[src/design/hpm_pkg.sv]
// Shared types and constants for the heightfield patch min/max block.
package hpm_pkg;

  localparam int DEF_MAX_WIDTH      = 4096;
  localparam int DEF_MAX_PATCH_COLS = 1024;
  localparam int OUT_DEPTH          = 4;

  localparam logic signed [15:0] ACC_MIN_INIT = 16'sd32767;
  localparam logic signed [15:0] ACC_MAX_INIT = -16'sd32767;

  localparam logic [12:0]        GRID_WIDTH_RST  = 13'd4096;
  localparam logic [15:0]        GRID_HEIGHT_RST = 16'd4096;
  localparam logic [3:0]         PATCH_LOG2_RST  = 4'd4;
  localparam logic signed [15:0] NO_DATA_RST     = -16'sd32768;

  typedef enum logic [1:0] {
    CFG_GRID_WIDTH  = 2'd0,
    CFG_GRID_HEIGHT = 2'd1,
    CFG_PATCH_LOG2  = 2'd2,
    CFG_NO_DATA     = 2'd3
  } cfg_index_t;

  typedef struct packed {
    logic signed [15:0] mn;
    logic signed [15:0] mx;
  } acc_t;

  localparam acc_t ACC_INIT = '{mn: ACC_MIN_INIT, mx: ACC_MAX_INIT};

  // One classified sample on its way through the pipeline.
  typedef struct packed {
    logic signed [15:0] sample;
    logic [1:0]         upd;       // update the even / odd column entry
    logic               border;    // row shared with the next patch row
    logic               bank;      // bank of the current patch row
    logic               emit;      // last sample of a patch
    logic               emit_par;  // parity of the finished column
    logic               emit_hit;  // finished column lies in storage
    logic               last;
    logic [13:0]        prow;
    logic [9:0]         pcol;
  } item_t;

  typedef struct packed {
    logic upd;
    logic emit;
  } ram_op_t;

  typedef struct packed {
    logic [13:0]        prow;
    logic [9:0]         pcol;
    logic signed [15:0] mn;
    logic signed [15:0] mx;
    logic               last;
  } result_t;

endpackage

[src/design/hpm_pos.sv]
// Stream position tracking and per-sample classification into the first pipeline register.
module hpm_pos
  import hpm_pkg::*;
#(
  parameter int MAX_WIDTH      = DEF_MAX_WIDTH,
  parameter int MAX_PATCH_COLS = DEF_MAX_PATCH_COLS,
  localparam int AW = $clog2((MAX_PATCH_COLS + 1) / 2)
) (
  input  logic                  clk,
  input  logic                  rst,
  input  logic                  accept,
  input  logic signed [15:0]    sample,
  input  logic [12:0]           grid_width,
  input  logic [15:0]           grid_height,
  input  logic [3:0]            patch_log2,
  input  logic signed [15:0]    no_data_value,
  output logic                  s1_valid,
  output item_t                 s1_item,
  output logic [1:0][AW-1:0]    s1_addr
);

  localparam int CW   = $clog2(MAX_WIDTH);
  localparam int WCMP = (CW + 1 > 13) ? CW + 1 : 13;

  logic [CW-1:0]     col_pos;
  logic [15:0]       row_pos;
  logic              bank_sel;

  logic [WCMP-1:0]   gw_ext;
  logic [CW:0]       w_eff;
  logic [CW-1:0]     wm1;
  logic [15:0]       hm1;
  logic [3:0]        lg;
  logic [CW-1:0]     x, x_mask, ca, cb;
  logic [15:0]       y, y_mask, ym1;
  logic              xb, yb, x_end, y_end, border, has_a, has_b;
  logic              a_ok, b_ok, keep, ua, ub, col_end, row_end;
  item_t             item_next;
  logic [1:0][AW-1:0] addr_next;

  always_comb begin
    gw_ext = WCMP'(grid_width);
    if (gw_ext < WCMP'(2)) begin
      w_eff = (CW + 1)'(2);
    end else if (gw_ext > WCMP'(MAX_WIDTH)) begin
      w_eff = (CW + 1)'(MAX_WIDTH);
    end else begin
      w_eff = (CW + 1)'(gw_ext);
    end
    wm1 = CW'(w_eff - 1'b1);
    hm1 = (grid_height < 16'd2) ? 16'd1 : grid_height - 16'd1;
    lg  = (patch_log2 < 4'd2) ? 4'd2 : ((patch_log2 > 4'd10) ? 4'd10 : patch_log2);

    x_mask = ~({CW{1'b1}} << lg);
    y_mask = ~(16'hFFFF << lg);

    // a position beyond a shrunken grid acts as the last column or row
    x = (col_pos > wm1) ? wm1 : col_pos;
    y = (row_pos > hm1) ? hm1 : row_pos;

    xb     = (x & x_mask) == '0;
    yb     = (y & y_mask) == '0;
    x_end  = x == wm1;
    y_end  = y == hm1;
    border = (y != '0) && yb && !y_end;

    // a boundary column belongs to the patch on its left and the one on its right
    has_a = !(x_end && xb);
    has_b = (x != '0) && xb;
    ca    = x >> lg;
    cb    = (x - CW'(x != '0)) >> lg;
    a_ok  = 32'(ca) < MAX_PATCH_COLS;
    b_ok  = 32'(cb) < MAX_PATCH_COLS;

    keep = sample != no_data_value;
    ua   = keep && has_a && a_ok;
    ub   = keep && has_b && b_ok;

    col_end = (x != '0) && (xb || x_end);
    row_end = (y != '0) && (yb || y_end);
    ym1     = y - 16'd1;

    item_next.sample   = sample;
    item_next.upd[0]   = (ua && !ca[0]) || (ub && !cb[0]);
    item_next.upd[1]   = (ua && ca[0]) || (ub && cb[0]);
    item_next.border   = border;
    item_next.bank     = bank_sel;
    item_next.emit     = col_end && row_end;
    item_next.emit_par = cb[0];
    item_next.emit_hit = b_ok;
    item_next.last     = x_end && y_end;
    item_next.prow     = 14'(ym1 >> lg);
    item_next.pcol     = 10'(cb);

    // the two columns touched by one sample always differ in parity
    addr_next[0] = ca[0] ? AW'(cb >> 1) : AW'(ca >> 1);
    addr_next[1] = ca[0] ? AW'(ca >> 1) : AW'(cb >> 1);
  end

  always_ff @(posedge clk) begin
    if (rst) begin
      col_pos  <= '0;
      row_pos  <= '0;
      bank_sel <= 1'b0;
      s1_valid <= 1'b0;
    end else begin
      s1_valid <= accept;
      if (accept) begin
        if (x_end) begin
          col_pos <= '0;
          if (y_end) begin
            row_pos  <= '0;
            bank_sel <= 1'b0;
          end else begin
            row_pos <= y + 16'd1;
            if (border) begin
              bank_sel <= ~bank_sel;
            end
          end
        end else begin
          col_pos <= x + 1'b1;
        end
      end
    end
  end

  always_ff @(posedge clk) begin
    if (accept) begin
      s1_item <= item_next;
      s1_addr <= addr_next;
    end
  end

endmodule

[config.mk]
export PLATFORM = sky130hd
export DESIGN_NAME = hpm_pos
export DESIGN_NICKNAME = d
export VERILOG_FILES = /design/src/design/hpm_pkg.sv /design/src/design/hpm_pos.sv
export SDC_FILE = /design/constraint.sdc
export NUM_CORES = 1
export LEC_CHECK = 0
export BUFFER_PORTS_ARGS = -buffer_cell sky130_fd_sc_hd__buf_4
export CAP_MARGIN = 20
export CORE_UTILIZATION = 36
export CTS_BUF_LIST = sky130_fd_sc_hd__clkbuf_8
export DETAILED_ROUTE_END_ITERATION = 12
export PLACE_DENSITY = 0.6
export REMOVE_ABC_BUFFERS = 1
export SLEW_MARGIN = 0
export SYNTH_ARGS = -nofsm -noshare
export SYNTH_HDL_FRONTEND = slang
export SYNTH_SLANG_ARGS = --single-unit
[constraint.sdc]
create_clock -name clk -period 8.29 [get_ports clk]
set_clock_uncertainty 0.2 [all_clocks]
set_input_delay 0 -clock clk [delete_from_list [all_inputs] [get_ports clk]]
set_output_delay 0 -clock clk [all_outputs]
set_load 0.01 [all_outputs]
# Word-level counts from Yosys, hierarchy flattened

Index checks and enable logic that the tools add are counted.

Register bits: 96
Input bits: 68
Output and inout port bits: 67
Word-level logic and storage cells: 88

$add $sub $neg: 6
$lt $le $gt $ge: 9
Eq/ne operators: 3
Shifts and indexed selects: 5
Mux-type cells: 13
Bitwise operators: 5
Reduce and logical (&&, ||, !) cells: 31

Operators with widths:

| cell                                                                    | number |
|---|---|
| 12-bit two-way mux                                                      | 4 |
| 16-bit two-way mux                                                      | 3 |
| 16-bit by 1-bit subtractor with 16-bit output (second input constant)   | 2 |
| 12-bit by 11-bit < comparator with 1-bit output (second input constant) | 2 |
| 12-bit by 4-bit >> shifter with 12-bit output                           | 2 |
| 9-bit two-way mux                                                       | 2 |
| 16-bit by 1-bit adder with 16-bit output (second input constant)        | 1 |
| 16-bit bitwise AND                                                      | 1 |
| 16-bit equality test                                                    | 1 |
| 16-bit > comparator                                                     | 1 |
| 1-bit logical AND                                                       | 16 |
| 16-bit zero test                                                        | 1 |
| 16-bit by 2-bit < comparator with 1-bit output (second input constant)  | 1 |
| 16-bit inequality test                                                  | 1 |
| 16-bit inverter                                                         | 1 |
| 16-bit nonzero test                                                     | 1 |
| 16-bit by 4-bit << shifter with 16-bit output (first input constant)    | 1 |
| 16-bit by 4-bit >> shifter with 14-bit output                           | 1 |
| 13-bit > comparator (second input constant)                             | 1 |
| 13-bit by 2-bit < comparator with 1-bit output (second input constant)  | 1 |
| 12-bit by 1-bit adder with 12-bit output (second input constant)        | 1 |
| 12-bit bitwise AND                                                      | 1 |
| 12-bit equality test                                                    | 1 |
| 12-bit > comparator                                                     | 1 |
| 16 further kinds                                                        | 24 |

# Logic depth before layout (Yosys ltp)

Word-level depth: 14
Mapped depth: 35
Depth with buffers taken out: 31

# Least setup slack after synthesis

Ideal clock, no wire load.

Path kind: input port to flip-flop
From: input grid_width[2]
To: register s1_addr[12] (netlist bit) (data pin)
Setup time: 0.266 ns
Arrival time: 6.665 ns
Required time: 7.824 ns
Setup slack: 1.159 ns
Stages on the path: 35
Path buffers: 4
Cell sequence: or4_1 -> buf_2 -> nor3_1 -> nor3b_1 -> inv_1 -> ha_1 -> clkbuf_1 -> a21oi_1 -> a31oi_1 -> and2_1 -> inv_1 -> ha_1 -> nand4_1 -> a311o_1 -> o2111a_1 -> nor2_2 -> buf_4 -> buf_2 -> nor2_1 -> a21oi_1 -> inv_1 -> ha_1 -> o2111ai_1 -> ha_1 -> nor4b_1 -> nand2_1 -> nor4_1 -> xnor2_1 -> nor2_1 -> a31oi_1 -> nor2_1 -> a21o_1 -> mux2_2 -> mux2i_1 -> nor2_1

RTL lines:

| what                   | line           | RTL |
|---|---|---|
| start: declaration     | hpm_pos.sv:13  | `input logic [12:0] grid_width,` |
| end signal: assignment | hpm_pos.sv:130 | `s1_addr <= addr_next;` |
| end: declaration       | hpm_pos.sv:19  | `output logic [1:0][AW-1:0] s1_addr` |

==> metrics <==
outcome finished, final reports clean; met1 global-route usage 0.3014; Post-synth EDFFs 65; total gr overflow 0; number of antenna-violating nets in the routed design 0; worst flop-to-flop path startpoint col_pos[7]; Post-CTS Resized 0; number of storage elements in the synthesis netlist 95; Max stage delay on crit path 0.71 ns; reg-to-reg setup timing slack 2.49 ns; Synth area leader sky130_fd_sc_hd__edfxtp_1; critical-path cell with the highest stage delay sky130_fd_sc_hd__or4_1; Critical Path Most Common Cell sky130_fd_sc_hd__ha_1; startpoint types primary input; unrepaired setup endpoints after global routing false; final worst path period share 0.9071; biggest fanout along the worst timing path 29; top post-synthesis cells by area sky130_fd_sc_hd__edfxtp_1 (22%), sky130_fd_sc_hd__dfxtp_1 (6.7%), sky130_fd_sc_hd__xnor2_1 (5.3%), sky130_fd_sc_hd__ha_1 (5.2%), sky130_fd_sc_hd__nor2_1 (5.2%); endpoint kind of the worst setup timing path flip-flop; starting utilization of the core area 0.3678; post-detailed-placement half-perimeter wirelength 21,090 um; port bufs 134; standard cell core area 24,320 um^2; data required time of the critical path 8.21 ns; Cell Area, Placed 10,170 um^2; leakage power summed over all cells 4.200 nW; first-pass detailed-route iteration total 5; total CTS buffers 9; critical path data arrival time 7.44 ns; sequential cell area fraction in the yosys report 0.2854; count of cells along the worst hold path 2; share of the synthesized area in the top cell type 0.2182; startpoint of the tightest hold check path patch_log2[2]; GRT busiest layer met2; slew at the pin closest to its max-slew limit 0.8260 ns; routed vias 8,649; hold_buf cts 21; Slew Viols, Final 0; post-synth cell types 98; count of final setup violators 0; final hold violation count 0; Endpoint, Worst Hold s1_addr[13]; number of diodes 0; Synth Area per Inst 8.352 um^2; Post-CTS Setup Inserts 0; initial DRC count 885; layout cell share with drive strength beyond 1 0.1884; post-synthesis to final-layout area growth 17.96%; Routed WL 27,960 um; shortest clock period the worst path allows after layout 7.520 ns; DRC Markers 0; cell with the most instances after synthesis sky130_fd_sc_hd__nor2_1; combined global-route utilization of all metal layers 0.2184; most frequent cells after synthesis sky130_fd_sc_hd__nor2_1 (123), sky130_fd_sc_hd__nand2_1 (89), sky130_fd_sc_hd__edfxtp_1 (65); number of fill cells 2,356; largest net degree at the start of global routing 71; clk sink count 95; CTS H-tree lvls 3; Pwr per Cell Area 108.6 nW/um^2; vias per std cell 5.698; start-to-end type of the worst setup path in2reg; ys async rst share 0; number of antenna violations at the first check in global routing 0; first-pass GRT wire length 44,770 um; Chip Height 159.6 um; Placer Congestion 0.9131; warnings from Yosys 0; Die Area 25,480 um^2; num ports 135; setup TNS 0 ns; met2 track demand over resource 0.3493; number of global-route vias before repair 8,166; horizontal extent of the die 159.6 um; met3 global-route usage 0.03039; Synth Flop Type sky130_fd_sc_hd__edfxtp_1; Max Clock Freq 133.0 MHz; Worst R2R End s1_item[30]; reported max-cap violation count 0; min-delay worst type in2reg; average routed wire per standard cell 18.42 um; worst slew slack as a fraction of its limit 0.4494; post-route standard cell area excluding fillers 10,550 um^2; number of instances in the synthesized netlist 1,071; cell area after synthesis 8945 um^2; clock root cell sky130_fd_sc_hd__clkbuf_8; maximum VDD drop 0.06325 mV; Clock Path Buffers 2; Skew-Pair Late Insertion Delay 0.40 ns; TritonCTS clock tree done; num rows 57; nets 1,294; count of cells along the worst register-to-register path 18; register clock-pin slew on the reported worst setup and hold paths 0.10 ns
==> sequential cells by signal (all words and copies together) (netlist names) <==
name / count
s1_valid: 1
s1_addr: 18
s1_item: 47
row_pos: 16
bank_sel: 1
col_pos: 12
==> layout make-up <==
class | instances | area [um^2] | area share
sequential | 95 | 2552 | 0.2419
clock buffer | 9 | 123.9 | 0.01174
clock inverter | 7 | 47.55 | 0.004506
timing repair buffer | 166 | 1299 | 0.1231
multi-input combinational | 871 | 5944 | 0.5634
inverter | 46 | 178.9 | 0.01696
tap | 324 | 405.4 | 0.03842
==> cell usage in the layout, fill, tap and decap left out, drive strengths merged, types with 6 or more instances in the layout <==
cell | synthesis | layout
nor2 | 126 | 126
nor4 | 19 | 19
nor3 | 45 | 45
nor2b | 13 | 13
and2 | 11 | 11
nand2 | 91 | 91
mux2 | 10 | 10
o211ai | 14 | 14
nand4 | 17 | 17
buf | 24 | 145
dfxtp | 30 | 30
or3 | 18 | 18
a21o | 8 | 8
clkbuf | 35 | 9
a22oi | 15 | 15
a211o | 6 | 6
o21a | 7 | 7
mux2i | 38 | 38
and3 | 9 | 9
a21oi | 60 | 60
xor2 | 40 | 40
nand2b | 12 | 12
dlygate4sd3 | 0 | 21
nand3 | 23 | 23
edfxtp | 65 | 65
o21ai | 63 | 63
or4 | 7 | 7
ha | 37 | 37
o22ai | 6 | 6
xnor2 | 54 | 54
inv | 44 | 48
a211oi | 13 | 13
a31oi | 14 | 14
==> metal layers <==
metal  vias up  routed length, um  share of wire
li1       4202                  -              -
met2       343              12660           0.45
met4         0                626          0.022
met1      4065              12950           0.46
met5         -                  0              0
met3        39               1728          0.062
==> metrics by stage <==
step,util,std cells,hold WS (ns),total power [mW],setup WS [ns]
global route,0.4339,1518,0.06566,1.203,0.1649
CTS,0.4339,1518,0.009125,1.157,0.9363
finish,0.4339,1518,0.02357,1.146,0.7698
detailed placement,0.4182,1481,-0.002734,0.8605,0.5147
floorplan,-,1012,-0.1309,0.7170,0.9341
global placement,0.4182,1481,-0.004801,0.8581,0.9000
==> power by group <==
part           leakage, nW  internal (mW)  switching, mW
registers            0.888          0.535        0.00907
logic                 3.22          0.129          0.187
clock network       0.0932          0.110          0.176
total                 4.20          0.774          0.372
==> worst max-delay path: cells and delay by family <==
kind                       cells  cell delay (ns)
adders and majority gates      3             0.90
AOI/OAI and AO/OA             10             2.81
muxes                          1             0.22
and+or+nand+nor               10             2.87
buffers and inverters          3             0.61
==> worst max path at each step <==
stage,cells past startpoint,from,endpoint
6_report,27,grid_width[2],s1_item[30]
5_1_grt,28,grid_width[2],s1_item[30]
4_1_cts,27,grid_width[2],s1_item[30]
3_5_place_dp,27,grid_width[2],s1_item[30]
3_3_place_gp,27,grid_width[2],s1_item[4]
2_1_floorplan,30,grid_width[2],s1_addr[12]
==> kinds of logic after synthesis <==
group | Yosys count | share of synthesized area
and+or+nand+nor | 416 | 0.2371
xor gates and xnor gates | 94 | 0.09204
adders and majority gates | 37 | 0.05176
DFF | 95 | 0.2854
other | 1 | 0.0004192
AOI/OAI and AO/OA | 273 | 0.2223
muxes | 50 | 0.06099
buffers and inverters | 105 | 0.05008
No activity file was read; power rests on OpenSTA's default activity.
