[src/design/hpm_pkg.sv]
// Shared types and constants for the heightfield patch min/max block.
package hpm_pkg;

  localparam int DEF_MAX_WIDTH      = 4096;
  localparam int DEF_MAX_PATCH_COLS = 1024;
  localparam int OUT_DEPTH          = 4;

  localparam logic signed [15:0] ACC_MIN_INIT = 16'sd32767;
  localparam logic signed [15:0] ACC_MAX_INIT = -16'sd32767;

  localparam logic [12:0]        GRID_WIDTH_RST  = 13'd4096;
  localparam logic [15:0]        GRID_HEIGHT_RST = 16'd4096;
  localparam logic [3:0]         PATCH_LOG2_RST  = 4'd4;
  localparam logic signed [15:0] NO_DATA_RST     = -16'sd32768;

  typedef enum logic [1:0] {
    CFG_GRID_WIDTH  = 2'd0,
    CFG_GRID_HEIGHT = 2'd1,
    CFG_PATCH_LOG2  = 2'd2,
    CFG_NO_DATA     = 2'd3
  } cfg_index_t;

  typedef struct packed {
    logic signed [15:0] mn;
    logic signed [15:0] mx;
  } acc_t;

  localparam acc_t ACC_INIT = '{mn: ACC_MIN_INIT, mx: ACC_MAX_INIT};

  // One classified sample on its way through the pipeline.
  typedef struct packed {
    logic signed [15:0] sample;
    logic [1:0]         upd;       // update the even / odd column entry
    logic               border;    // row shared with the next patch row
    logic               bank;      // bank of the current patch row
    logic               emit;      // last sample of a patch
    logic               emit_par;  // parity of the finished column
    logic               emit_hit;  // finished column lies in storage
    logic               last;
    logic [13:0]        prow;
    logic [9:0]         pcol;
  } item_t;

  typedef struct packed {
    logic upd;
    logic emit;
  } ram_op_t;

  typedef struct packed {
    logic [13:0]        prow;
    logic [9:0]         pcol;
    logic signed [15:0] mn;
    logic signed [15:0] mx;
    logic               last;
  } result_t;

endpackage

[src/design/hpm_out_fifo.sv]
// Result queue between the pipeline and the output channel.
module hpm_out_fifo
  import hpm_pkg::*;
#(
  parameter int DEPTH = OUT_DEPTH,
  localparam int PW   = $clog2(DEPTH),
  localparam int CNTW = $clog2(DEPTH + 1)
) (
  input  logic            clk,
  input  logic            rst,
  input  logic            push,
  input  result_t         push_data,
  output logic            valid,
  input  logic            stall,
  output result_t         head,
  output logic [CNTW-1:0] count
);

  result_t       slots [DEPTH];
  logic [PW-1:0] wr_ptr, rd_ptr;
  logic          pop;

  assign valid = count != '0;
  assign pop   = valid && !stall;
  assign head  = slots[rd_ptr];

  always_ff @(posedge clk) begin
    if (rst) begin
      wr_ptr <= '0;
      rd_ptr <= '0;
      count  <= '0;
    end else begin
      if (push) begin
        wr_ptr <= (wr_ptr == PW'(DEPTH - 1)) ? '0 : wr_ptr + 1'b1;
      end
      if (pop) begin
        rd_ptr <= (rd_ptr == PW'(DEPTH - 1)) ? '0 : rd_ptr + 1'b1;
      end
      count <= count + CNTW'(push) - CNTW'(pop);
    end
  end

  always_ff @(posedge clk) begin
    if (push) begin
      slots[wr_ptr] <= push_data;
    end
  end

endmodule
[config.mk]
export PLATFORM = sky130hd
export DESIGN_NAME = hpm_out_fifo
export DESIGN_NICKNAME = d
export VERILOG_FILES = /design/src/design/hpm_pkg.sv /design/src/design/hpm_out_fifo.sv
export SDC_FILE = /design/constraint.sdc
export NUM_CORES = 1
export LEC_CHECK = 0
export ABC_AREA = 1
export BUFFER_PORTS_ARGS = -buffer_cell sky130_fd_sc_hd__buf_2
export CORE_ASPECT_RATIO = 1.2
export CORE_MARGIN = 5
export CORE_UTILIZATION = 30
export CTS_BUF_LIST = sky130_fd_sc_hd__clkbuf_8 sky130_fd_sc_hd__clkbuf_16
export DETAILED_ROUTE_END_ITERATION = 10
export GPL_TIMING_DRIVEN = 0
export SKIP_CTS_REPAIR_TIMING = 1
export SYNTH_ARGS = -nofsm -noshare
export SYNTH_HDL_FRONTEND = slang
export SYNTH_SLANG_ARGS = --single-unit
[constraint.sdc]
create_clock -name clk -period 3 [get_ports clk]
set_clock_uncertainty 0.05 [all_clocks]
set_input_delay 0.45 -clock clk [delete_from_list [all_inputs] [get_ports clk]]
set_output_delay 0.45 -clock clk [all_outputs]
set_load 0.01 [all_outputs]
* Word level (Yosys, flattened, before mapping)
Memory sizes are Yosys's and may differ from the RTL's. A register that Yosys moved wholly into a read port is not among the register bits. Cells that the tools add are included.
Storage, ports and cells: bits in registers 7, bits in writable memories 228, input port bits 61, output and inout bits 61, word-level logic and storage cells 19, memories kept 1
Operators by class: $add $sub $neg 4, equality and inequality tests 2, multiplexer cells 6, reductions and logical operators 3
Memory list:
- slots | depth 4, bits a word 57, read ports 1, clocked after memory_dff 1, wr ports 1, RTL line hpm_out_fifo.sv:19 | result_t slots [DEPTH];
Operators by type and width (number):
- two-way mux 2 bit | 4
- adder 2 x 1 -> 2 bit, second input constant | 2
- equality test 2 bit, second input constant | 2
- adder 3 x 1 -> 3 bit | 1
- nonzero test 3 bit | 1
- subtractor 3 x 1 -> 3 bit | 1
- two-way mux 1 bit | 2
- logical AND 1 bit | 1
- logical NOT 1 bit | 1

* Longest topological paths before layout
Gate-level depths: netlist of run 1.
depth in word-level cells 4, gate-level depth with buffers 10, mapped depth without buffers 10

* Worst setup path after synthesis of run 1
Ideal clock, no wire load.
path kind input -> register, start point input push, end point memory slots[3][0] in the netlist's numbering (enable), setup time 0.412 ns, data arrival time 1.868 ns, required time 2.538 ns, setup slack 0.670 ns, cell stages on the path 3, buffers on the path 1, cells stage by stage clkbuf_1 -> nand2_1 -> inv_1
Between the ends: word-level cells in the longest chain between the ends 2
Ends and longest elaborated chain:
- start: declaration | RTL line hpm_out_fifo.sv:11 | input logic push,
- two-way mux 1 bit | RTL line hpm_out_fifo.sv:44 | if (push) begin
- two-way mux 1 bit (implied by the code) | RTL line hpm_out_fifo.sv:45 | slots[wr_ptr] <= push_data;
- end: declaration | RTL line hpm_out_fifo.sv:19
No other way between the ends.

==> results of run 1 <==
==> worst max-delay path: stages (launching register included) <==
cell	delay [ns]
dfxtp_1	0.34
inv_2	0.07
buf_4	0.18
clkbuf_1	0.44
o21ai_0	0.17
o22ai_1	0.24
buf_2	0.19
==> layer usage <==
layer,up-vias,GRT usage (%)
met5,-,0
met4,8,3.34
met3,42,3.46
met2,142,22.1
met1,2673,15.8
li1,2596,-
==> layout by cell type, fill, tap and decap left out, types with 5 or more instances in the layout <==
cell type | synthesis | final
edfxtp_1 | 228 | 228
buf_2 | 7 | 128
nor2_1 | 122 | 122
o21ai_0 | 106 | 106
o22ai_1 | 57 | 57
clkbuf_16 | 0 | 25
inv_1 | 16 | 16
clkbuf_1 | 13 | 13
nand2_1 | 10 | 10
dfxtp_1 | 9 | 9
buf_6 | 8 | 8
o21ai_1 | 8 | 8
ha_1 | 7 | 7
a21oi_1 | 5 | 5
==> where the power goes <==
part | internal (mW) | switching [mW] | total [mW]
clock | 1.94 | 1.23 | 3.16
sequential | 3.82 | 0.0671 | 3.89
combinational | 0.842 | 1.60 | 2.44
==> state kept, by name (all words and copies together), names as in the netlist, named ones only <==
name,cells
count,3
slots,228
rd_ptr,2
wr_ptr,2
==> path summary, 6_finish.rpt <==
check | from | endpoint | slack [ns]
hold / removal | push_data[19] | slots[2][19] | 0.1
setup / recovery | register | head[23] | 0.36
hold reg to reg | rd_ptr[1] | register | 0.49
setup reg to reg | count[1] | count[2] | 1.15
==> layout make-up <==
| class | instances | area, sq um |
|---|---|---|
| multi-input combinational | 321 | 1580 |
| sequential | 237 | 7030 |
| buffer | 37 | 238 |
| fill | 2818 | 18500 |
| clock inverter | 17 | 193 |
| tap | 390 | 488 |
| timing repair buffer | 123 | 653 |
| antenna | 2 | 5.00 |
| inverter | 18 | 77.6 |
| clock buffer | 28 | 667 |
==> metrics by stage <==
| stage | setup WS, ns | util, % | area, sq um | setup TNS (ns) |
|---|---|---|---|---|
| 2_1_floorplan | 0.670 | - | 8920 | 0 |
| 3_3_place_gp | -0.525 | 34.0 | 10000 | -104.54 |
| 3_5_place_dp | 0.748 | 34.2 | 10100 | 0 |
| 4_1_cts | 0.206 | 37.1 | 10900 | 0 |
| 5_1_grt | 0.0808 | 37.1 | 10900 | 0 |
| 6_report | 0.356 | 37.1 | 10900 | 0 |
==> cell families after synthesis <==
group                    after synthesis  synth area share [%]
buffers and inverters                 55                  3.42
adder cells (fa/ha/maj)                8                  1.21
flip-flops                           237                  78.8
AO/OA/AOI/OAI                        176                  10.7
XOR/XNOR                               1                0.0982
AND/OR/NAND/NOR                      136                  5.78
==> flow_results.xml, run 1 <==
<?xml version="1.0" encoding="UTF-8"?>
<metrics>
  <group name="worst_setup_path">
    <metric name="critical_path_peak_fanout" unit="">10</metric>
    <metric name="worst_ep_required_time" unit="ns">2.50</metric>
    <metric name="startpoint_type" unit="">register</metric>
    <metric name="timing.critical_path.to_type" unit="">output pin</metric>
    <metric name="arrival_time_worst_endpoint" unit="ns">2.14</metric>
    <metric name="worst-r2r-cell-count" unit="">9</metric>
    <metric name="worst-setup-path-type" unit="">register to output pin</metric>
  </group>
  <group name="timing">
    <metric name="setup_violations" unit="">0</metric>
    <metric name="slew_viol_final" unit="">0</metric>
    <metric name="grt_setup_unrepaired" unit="">no</metric>
    <metric name="holdWs" unit="ns">0.0988</metric>
    <metric name="timing.slew.headroom" unit="%">39.9</metric>
    <metric name="fin_crit_sh" unit="%">88.1</metric>
    <metric name="fmax" unit="GHz">0.378</metric>
    <metric name="timing_worst_slew_pin_value" unit="ns">0.902</metric>
    <metric name="hold_viol" unit="">0</metric>
    <metric name="timing.final.crit_period" unit="ns">2.64</metric>
  </group>
  <group name="clocking">
    <metric name="clk-insertion-delay-late" unit="ns">0.51</metric>
    <metric name="h-tree-depth" unit="">1</metric>
    <metric name="cts_buffer_depth" unit="">3</metric>
    <metric name="tritoncts.num_buffers" unit="">25</metric>
    <metric name="cts_root_buf" unit="">clkbuf_16</metric>
    <metric name="tritoncts" unit="">done</metric>
    <metric name="clkTransAtPathRegs" unit="ns">0.06</metric>
    <metric name="numClockSinks" unit="">237</metric>
  </group>
  <group name="floorplan">
    <metric name="std_cell_rows" unit="">69</metric>
    <metric name="die-width" unit="microns">167</metric>
    <metric name="floorplan.die_area" unit="sq mm">0.0333</metric>
    <metric name="die_y" unit="microns">199</metric>
    <metric name="starting_density" unit="%">30.3</metric>
    <metric name="core_region_area" unit="sq mm">0.0294</metric>
    <metric name="io-pin-count" unit="">122</metric>
  </group>
  <group name="pwr">
    <metric name="leakage" unit="nW">3.88</metric>
    <metric name="peakVddDrop" unit="V">0.000408</metric>
    <metric name="design_power_total" unit="mW">9.49</metric>
    <metric name="power.density_cell_area" unit="mW/mm^2">868</metric>
  </group>
  <group name="place">
    <metric name="globalplace.congestion" unit="">0.715</metric>
    <metric name="dp_hpwl" unit="microns">13200</metric>
    <metric name="numPlacedInstances" unit="">1126</metric>
    <metric name="numPortBuffers" unit="">121</metric>
  </group>
  <group name="detailed_routing">
    <metric name="topRoutingLayerUsed" unit="">met5</metric>
    <metric name="wl_met1" unit="microns">9340</metric>
    <metric name="met3_wirelength" unit="microns">1370</metric>
    <metric name="drt_iter0_markers" unit="">327</metric>
    <metric name="detail_route.wirelength" unit="microns">21900</metric>
    <metric name="ant_nets" unit="">0</metric>
    <metric name="final_routed_wire_length_divided_by_cell_count" unit="microns">18.7</metric>
    <metric name="drc" unit="">0</metric>
    <metric name="route.detailed.vias_per_inst" unit="">4.66</metric>
    <metric name="firstDrtPassIters" unit="">4</metric>
    <metric name="met2_wirelength" unit="microns">10700</metric>
    <metric name="vias_after_detailed_routing" unit="">5461</metric>
  </group>
  <group name="yosys">
    <metric name="most_common_cell_in_the_synthesized_netlist" unit="">edfxtp_1</metric>
    <metric name="synth_top_cells_by_count" unit="">228 x edfxtp_1, 122 x nor2_1, 106 x o21ai_0</metric>
    <metric name="number_of_storage_elements_in_the_synthesis_netlist" unit="">237</metric>
    <metric name="net_count_after_synthesis" unit="">682</metric>
    <metric name="syn-mean-instance-area" unit="sq um">14.5</metric>
    <metric name="synthesis.instances" unit="">613</metric>
    <metric name="synth_top_area_share" unit="%">76.8</metric>
    <metric name="post_synth_main_area_contributors" unit="">edfxtp_1 77%, o21ai_0 6.0%, nor2_1 5.1%</metric>
    <metric name="ys.flop_type" unit="">edfxtp_1</metric>
    <metric name="async_sr_flop_fraction" unit="%">0</metric>
    <metric name="synth_cell_types" unit="">21</metric>
    <metric name="synth_top_cell_by_area" unit="">edfxtp_1</metric>
    <metric name="ys_warn_count" unit="">0</metric>
    <metric name="synth-edff-count" unit="">228</metric>
    <metric name="synth.cell_area" unit="sq mm">0.00892</metric>
    <metric name="seq_area_frac_synth" unit="%">78.8</metric>
  </group>
  <group name="final_layout">
    <metric name="post_layout_nonfiller_instances" unit="">1173</metric>
    <metric name="syn_to_final_growth" unit="%">22.6</metric>
    <metric name="final_net_count" unit="">832</metric>
    <metric name="layout-drive-gt1-share" unit="%">24.7</metric>
  </group>
  <group name="global_route">
    <metric name="track_usage" unit="%">12.7</metric>
    <metric name="gr-total-overflow" unit="">0</metric>
    <metric name="grt_start_max_net_pins" unit="">58</metric>
    <metric name="grt_pass1_vias" unit="">5699</metric>
    <metric name="antenna_found_initial" unit="">6</metric>
    <metric name="first_pass_grt_wire_length" unit="microns">32800</metric>
  </group>
  <group name="min_path">
    <metric name="min_delay_path_depth" unit="">1</metric>
    <metric name="timing.hold.worst.class" unit="">primary input to register</metric>
  </group>
  <group name="outcome">
    <metric name="run_status" unit="">completed</metric>
  </group>
  <group name="run">
    <metric name="maxCapViolations" unit="">0</metric>
  </group>
</metrics>
(Power assumes the default switching activity.)
==> run 2: changes to the inputs <==
==> constraint.sdc (replaced) <==
create_clock -name clk -period 3 [get_ports clk]
set_clock_uncertainty 0.05 [all_clocks]
set_input_delay 0.3 -clock clk [delete_from_list [all_inputs] [get_ports clk]]
set_output_delay 0.3 -clock clk [all_outputs]
set_load 0.01 [all_outputs]
==> flow_results.xml, run 2 (synthesized netlist as in run 1, its figures left out) <==
<?xml version="1.0" encoding="UTF-8"?>
<metrics>
  <group name="outcome">
    <metric name="run_status" unit="">completed</metric>
  </group>
  <group name="timing">
    <metric name="timing.final.crit_period" unit="ns">2.49</metric>
    <metric name="fin_crit_sh" unit="%">83.1</metric>
    <metric name="grt_setup_unrepaired" unit="">no</metric>
    <metric name="setup_violations" unit="">0</metric>
    <metric name="fmax" unit="GHz">0.401</metric>
    <metric name="timing.slew.headroom" unit="%">40.7</metric>
    <metric name="hold_viol" unit="">0</metric>
    <metric name="setup-tns-final" unit="ns">0</metric>
    <metric name="timing.final.ws_setup" unit="ns">0.508</metric>
    <metric name="timing_worst_slew_pin_value" unit="ns">0.889</metric>
    <metric name="holdWs" unit="ns">0.0854</metric>
    <metric name="slew_viol_final" unit="">0</metric>
  </group>
  <group name="worst_setup_path">
    <metric name="timing.critical_path.to_type" unit="">output pin</metric>
    <metric name="worst_ep_required_time" unit="ns">2.65</metric>
    <metric name="arrival_time_worst_endpoint" unit="ns">2.14</metric>
    <metric name="startpoint_type" unit="">register</metric>
    <metric name="critical_path_peak_fanout" unit="">10</metric>
    <metric name="worst-setup-path-type" unit="">register to output pin</metric>
  </group>
  <group name="detailed_routing">
    <metric name="drc" unit="">0</metric>
    <metric name="detail_route.wirelength" unit="microns">22100</metric>
    <metric name="ant_nets" unit="">0</metric>
    <metric name="final_routed_wire_length_divided_by_cell_count" unit="microns">17.9</metric>
    <metric name="vias_after_detailed_routing" unit="">5614</metric>
    <metric name="route.detailed.vias_per_inst" unit="">4.56</metric>
    <metric name="firstDrtPassIters" unit="">5</metric>
    <metric name="drt_iter0_markers" unit="">326</metric>
  </group>
  <group name="final_layout">
    <metric name="final_net_count" unit="">890</metric>
    <metric name="final_cell_mix" unit="">228 x edfxtp_1, 128 x buf_2, 122 x nor2_1</metric>
    <metric name="reg.largest.list" unit="">slots (228), count (3)</metric>
    <metric name="layout_filler_cell_count" unit="">2775</metric>
    <metric name="syn_to_final_growth" unit="%">29.1</metric>
    <metric name="largest_register_ff_count" unit="">228</metric>
    <metric name="leading_cell_type_in_the_layout_fill_and_taps_excluded" unit="">edfxtp_1</metric>
    <metric name="registers.top_by_ff_count" unit="">slots</metric>
    <metric name="layout-drive-gt1-share" unit="%">23.0</metric>
    <metric name="finalInstanceArea" unit="sq mm">0.0115</metric>
  </group>
  <group name="global_route">
    <metric name="global_route.usage.met3" unit="%">3.46</metric>
    <metric name="grt.busiest_layer" unit="">met2</metric>
    <metric name="grt_start_max_net_pins" unit="">58</metric>
    <metric name="globalRouteMet1Util" unit="%">15.8</metric>
    <metric name="gr-usage-met2" unit="%">22.1</metric>
    <metric name="track_usage" unit="%">12.7</metric>
    <metric name="grt_pass1_vias" unit="">5699</metric>
    <metric name="first_pass_grt_wire_length" unit="microns">32800</metric>
    <metric name="antenna_found_initial" unit="">2</metric>
    <metric name="gr-total-overflow" unit="">0</metric>
  </group>
  <group name="clocking">
    <metric name="numClockSinks" unit="">237</metric>
    <metric name="cts_root_buf" unit="">clkbuf_16</metric>
    <metric name="tritoncts.num_buffers" unit="">25</metric>
    <metric name="cts_buffer_depth" unit="">3</metric>
    <metric name="tritoncts" unit="">done</metric>
    <metric name="clkTransAtPathRegs" unit="ns">0.06</metric>
    <metric name="h-tree-depth" unit="">1</metric>
    <metric name="clk-insertion-delay-late" unit="ns">0.51</metric>
  </group>
  <group name="floorplan">
    <metric name="core_region_area" unit="sq mm">0.0294</metric>
    <metric name="floorplan.die_area" unit="sq mm">0.0333</metric>
    <metric name="die-width" unit="microns">167</metric>
    <metric name="io-pin-count" unit="">122</metric>
    <metric name="die_y" unit="microns">199</metric>
    <metric name="std_cell_rows" unit="">69</metric>
    <metric name="starting_density" unit="%">30.3</metric>
  </group>
  <group name="pwr">
    <metric name="leakage" unit="nW">4.12</metric>
    <metric name="power.density_cell_area" unit="mW/mm^2">828</metric>
    <metric name="peakVddDrop" unit="V">0.000413</metric>
  </group>
  <group name="place">
    <metric name="post_placement_cell_area" unit="sq mm">0.0101</metric>
    <metric name="place_ws" unit="ns">0.898</metric>
    <metric name="numPortBuffers" unit="">121</metric>
    <metric name="dp_hpwl" unit="microns">13200</metric>
    <metric name="globalplace.congestion" unit="">0.715</metric>
  </group>
  <group name="min_path">
    <metric name="timing.hold.worst.class" unit="">primary input to register</metric>
  </group>
  <group name="run">
    <metric name="maxCapViolations" unit="">0</metric>
  </group>
</metrics>
[run 2: worst paths after layout]
check / from / end / slack (ns) / cells after the start
max: register / head[19] / 0.51 / 5
min: push / count[0] / 0.09 / 4
max reg2reg: count[1] / count[2] / 1.14 / 9
min reg2reg: rd_ptr[1] / register / 0.51 / 2
[run 2: worst max-delay path: stages (launching register included)]
cell and delay (ns):
dfxtp_1 0.42, inv_2 0.21, clkbuf_1 0.44, o21ai_0 0.17
o22ai_1 0.22, buf_2 0.18
[run 2: final cells by class]
type / instances / area, sq um / share of cell area [%]
Sequential cell: 237 / 7030 / 61.0
Multi-Input combinational cell: 321 / 1580 / 13.8
Timing Repair Buffer: 181 / 1230 / 10.7
Clock buffer: 28 / 667 / 5.79
Tap cell: 390 / 488 / 4.24
Buffer: 37 / 238 / 2.06
Clock inverter: 17 / 193 / 1.67
Inverter: 18 / 77.6 / 0.674
Antenna cell: 2 / 5.00 / 0.0435
[run 2: metrics by stage]
stage | util (%) | cells | power [mW]
6_report | 39.1 | 1231 | 9.53
5_1_grt | 39.1 | 1231 | 10.1
4_1_cts | 37.1 | 1171 | 9.64
3_5_place_dp | 34.2 | 1126 | 6.46
3_3_place_gp | 34.0 | 1124 | 6.43
2_1_floorplan | - | 613 | 5.35
[run 2: power by group]
part	leakage [nW]	switching, mW	total (mW)	internal (mW)
logic	1.53	1.60	2.49	0.892
registers	2.17	0.0673	3.89	3.82
clock network	0.426	1.22	3.15	1.94
[run 2: metal layers]
layer | wire, microns | up-vias
li1 | - | 2709
met1 | 9630 | 2754
met2 | 11000 | 131
met3 | 1180 | 20
met4 | 249 | 0
met5 | 0 | -
==> run 3: changes to the inputs <==
==> constraint.sdc (replaced) <==
create_clock -name clk -period 2.5 [get_ports clk]
set_clock_uncertainty 0.05 [all_clocks]
set_input_delay 0.25 -clock clk [delete_from_list [all_inputs] [get_ports clk]]
set_output_delay 0.25 -clock clk [all_outputs]
set_load 0.01 [all_outputs]
==> flow_results.xml, run 3 (synthesized netlist as in run 1, its figures left out) <==
<?xml version="1.0" encoding="UTF-8"?>
<metrics>
  <group name="detailed_routing">
    <metric name="ant_nets" unit="">0</metric>
    <metric name="firstDrtPassIters" unit="">4</metric>
    <metric name="route.detailed.vias_per_inst" unit="">4.59</metric>
    <metric name="vias_after_detailed_routing" unit="">5654</metric>
    <metric name="drt_iter0_markers" unit="">326</metric>
    <metric name="detail_route.wirelength" unit="microns">22100</metric>
    <metric name="drc" unit="">0</metric>
    <metric name="final_routed_wire_length_divided_by_cell_count" unit="microns">18.0</metric>
  </group>
  <group name="timing">
    <metric name="slew_viol_final" unit="">0</metric>
    <metric name="hold_viol" unit="">0</metric>
    <metric name="setup_violations" unit="">0</metric>
    <metric name="grt_setup_unrepaired" unit="">no</metric>
    <metric name="setup-tns-final" unit="ns">0</metric>
    <metric name="fin_crit_sh" unit="%">92.1</metric>
    <metric name="timing.slew.headroom" unit="%">41.1</metric>
    <metric name="fmax" unit="GHz">0.434</metric>
    <metric name="timing_worst_slew_pin_value" unit="ns">0.883</metric>
    <metric name="timing.final.crit_period" unit="ns">2.30</metric>
  </group>
  <group name="worst_setup_path">
    <metric name="critical_path_peak_fanout" unit="">10</metric>
    <metric name="rr_endpoint" unit="">count[2]</metric>
    <metric name="worst-r2r-cell-count" unit="">9</metric>
    <metric name="cpMaxStageDelayCell" unit="">clkbuf_1</metric>
    <metric name="crit_path_end" unit="">head[34]</metric>
    <metric name="largest_stage_delay_on_the_critical_path" unit="ns">0.39</metric>
    <metric name="worst-path-stages" unit="">6</metric>
    <metric name="startpoint_type" unit="">register</metric>
    <metric name="reg2reg_setup_slack" unit="ns">0.64</metric>
    <metric name="crit_chain" unit="">inv_2 &gt; buf_4 &gt; clkbuf_1 &gt; o21ai_0 &gt; o22ai_1 &gt; buf_2</metric>
    <metric name="critical_path.reg2reg.startpoint" unit="">count[1]</metric>
    <metric name="worst_ep_required_time" unit="ns">2.20</metric>
    <metric name="arrival_time_worst_endpoint" unit="ns">2.00</metric>
    <metric name="worst-setup-path-type" unit="">register to output pin</metric>
    <metric name="critPathTopFamily" unit="">buffers and inverters</metric>
    <metric name="buffers_plus_inverters_on_the_worst_setup_path" unit="">4</metric>
    <metric name="timing.critical_path.to_type" unit="">output pin</metric>
  </group>
  <group name="global_route">
    <metric name="gr-total-overflow" unit="">0</metric>
    <metric name="grt_pass1_vias" unit="">5699</metric>
    <metric name="grt_start_max_net_pins" unit="">58</metric>
    <metric name="antenna_found_initial" unit="">2</metric>
    <metric name="global_route.usage.met3" unit="%">3.46</metric>
    <metric name="gr-usage-met2" unit="%">22.1</metric>
    <metric name="track_usage" unit="%">12.7</metric>
    <metric name="globalRouteMet1Util" unit="%">15.8</metric>
    <metric name="grt.busiest_layer" unit="">met2</metric>
    <metric name="first_pass_grt_wire_length" unit="microns">32800</metric>
  </group>
  <group name="pwr">
    <metric name="power.density_cell_area" unit="mW/mm^2">995</metric>
    <metric name="peakVddDrop" unit="V">0.000496</metric>
    <metric name="leakage" unit="nW">4.14</metric>
  </group>
  <group name="place">
    <metric name="post_placement_cell_area" unit="sq mm">0.0101</metric>
    <metric name="dp_hpwl" unit="microns">13200</metric>
    <metric name="numPortBuffers" unit="">121</metric>
    <metric name="globalplace.congestion" unit="">0.715</metric>
  </group>
  <group name="clocking">
    <metric name="clkTransAtPathRegs" unit="ns">0.06</metric>
    <metric name="tritoncts.num_buffers" unit="">25</metric>
    <metric name="clk-insertion-delay-late" unit="ns">0.51</metric>
    <metric name="cts_buffer_depth" unit="">3</metric>
    <metric name="tritoncts" unit="">done</metric>
    <metric name="cts_root_buf" unit="">clkbuf_16</metric>
    <metric name="numClockSinks" unit="">237</metric>
    <metric name="h-tree-depth" unit="">1</metric>
  </group>
  <group name="floorplan">
    <metric name="floorplan.die_area" unit="sq mm">0.0333</metric>
    <metric name="starting_density" unit="%">30.3</metric>
    <metric name="core_region_area" unit="sq mm">0.0294</metric>
    <metric name="die_y" unit="microns">199</metric>
    <metric name="std_cell_rows" unit="">69</metric>
    <metric name="io-pin-count" unit="">122</metric>
    <metric name="die-width" unit="microns">167</metric>
  </group>
  <group name="run">
    <metric name="maxCapViolations" unit="">0</metric>
  </group>
  <group name="final_layout">
    <metric name="leading_cell_type_in_the_layout_fill_and_taps_excluded" unit="">edfxtp_1</metric>
    <metric name="layout-drive-gt1-share" unit="%">24.0</metric>
    <metric name="post-route-util" unit="%">39.1</metric>
    <metric name="layout_filler_cell_count" unit="">2769</metric>
    <metric name="regArea" unit="sq mm">0.00703</metric>
    <metric name="largest_register_ff_count" unit="">228</metric>
    <metric name="syn_to_final_growth" unit="%">29.3</metric>
    <metric name="reg.largest.list" unit="">slots (228), count (3)</metric>
    <metric name="finalInstanceArea" unit="sq mm">0.0115</metric>
    <metric name="area_of_combinational_cells_with_multiple_inputs" unit="sq mm">0.00158</metric>
    <metric name="registers.top_by_ff_count" unit="">slots</metric>
    <metric name="final_net_count" unit="">890</metric>
    <metric name="final_cell_mix" unit="">228 x edfxtp_1, 127 x buf_2, 122 x nor2_1</metric>
  </group>
  <group name="min_path">
    <metric name="min_delay_path_depth" unit="">4</metric>
    <metric name="timing.hold.worst.class" unit="">primary input to register</metric>
  </group>
  <group name="outcome">
    <metric name="run_status" unit="">completed</metric>
  </group>
</metrics>
run 3: changes by cell type in the layout (fill, tap and decap cells not counted), sizes merged:
cell / delta
clkbuf: +1
buf: -1
run 3: routing by layer:
layer,routed length [microns],part of all wire (%),vias up
met2,11000,50,141
met5,0,0,-
met1,9590,43,2770
met3,1180,5.3,32
met4,359,1.6,0
li1,-,-,2711
run 3: through the flow:
stage	instances	hold slack, ns	power, mW	setup WS (ns)
global route	1231	0.0926	12.1	0.0246
CTS	1171	-0.130	11.6	-0.0939
floorplan	613	0.267	6.42	0.330
finish	1231	0.0346	11.5	0.197
detailed placement	1126	0.417	7.75	0.448
global placement	1124	0.415	7.72	-0.825
run 3: cell type report:
class	count	area share [%]
Multi-Input combinational cell	321	13.7
Timing Repair Buffer	181	10.7
Buffer	37	2.16
Sequential cell	237	61.0
Clock buffer	28	5.79
Tap cell	390	4.23
Clock inverter	17	1.67
Inverter	18	0.673
Antenna cell	2	0.0434
run 3: power by group:
group	leakage, nW	switching [mW]	internal, mW	total [mW]
sequential	2.17	0.0809	4.59	4.67
clock	0.426	1.47	2.32	3.79
combinational	1.55	1.93	1.08	3.01
run 3: how the worst min path moves through the flow:
stage,from,to
6_report,push,count[0]
5_1_grt,push,count[0]
4_1_cts,push_data[16],slots[2][16]
3_5_place_dp,push_data[11],slots[0][11]
3_3_place_gp,push_data[28],slots[3][28]
2_1_floorplan,rst,count[1]
run 3: worst min-delay path, stage by stage:
cell    delay [ns]
buf_2         0.09
ha_1          0.12
inv_1         0.04
nor2_1        0.06
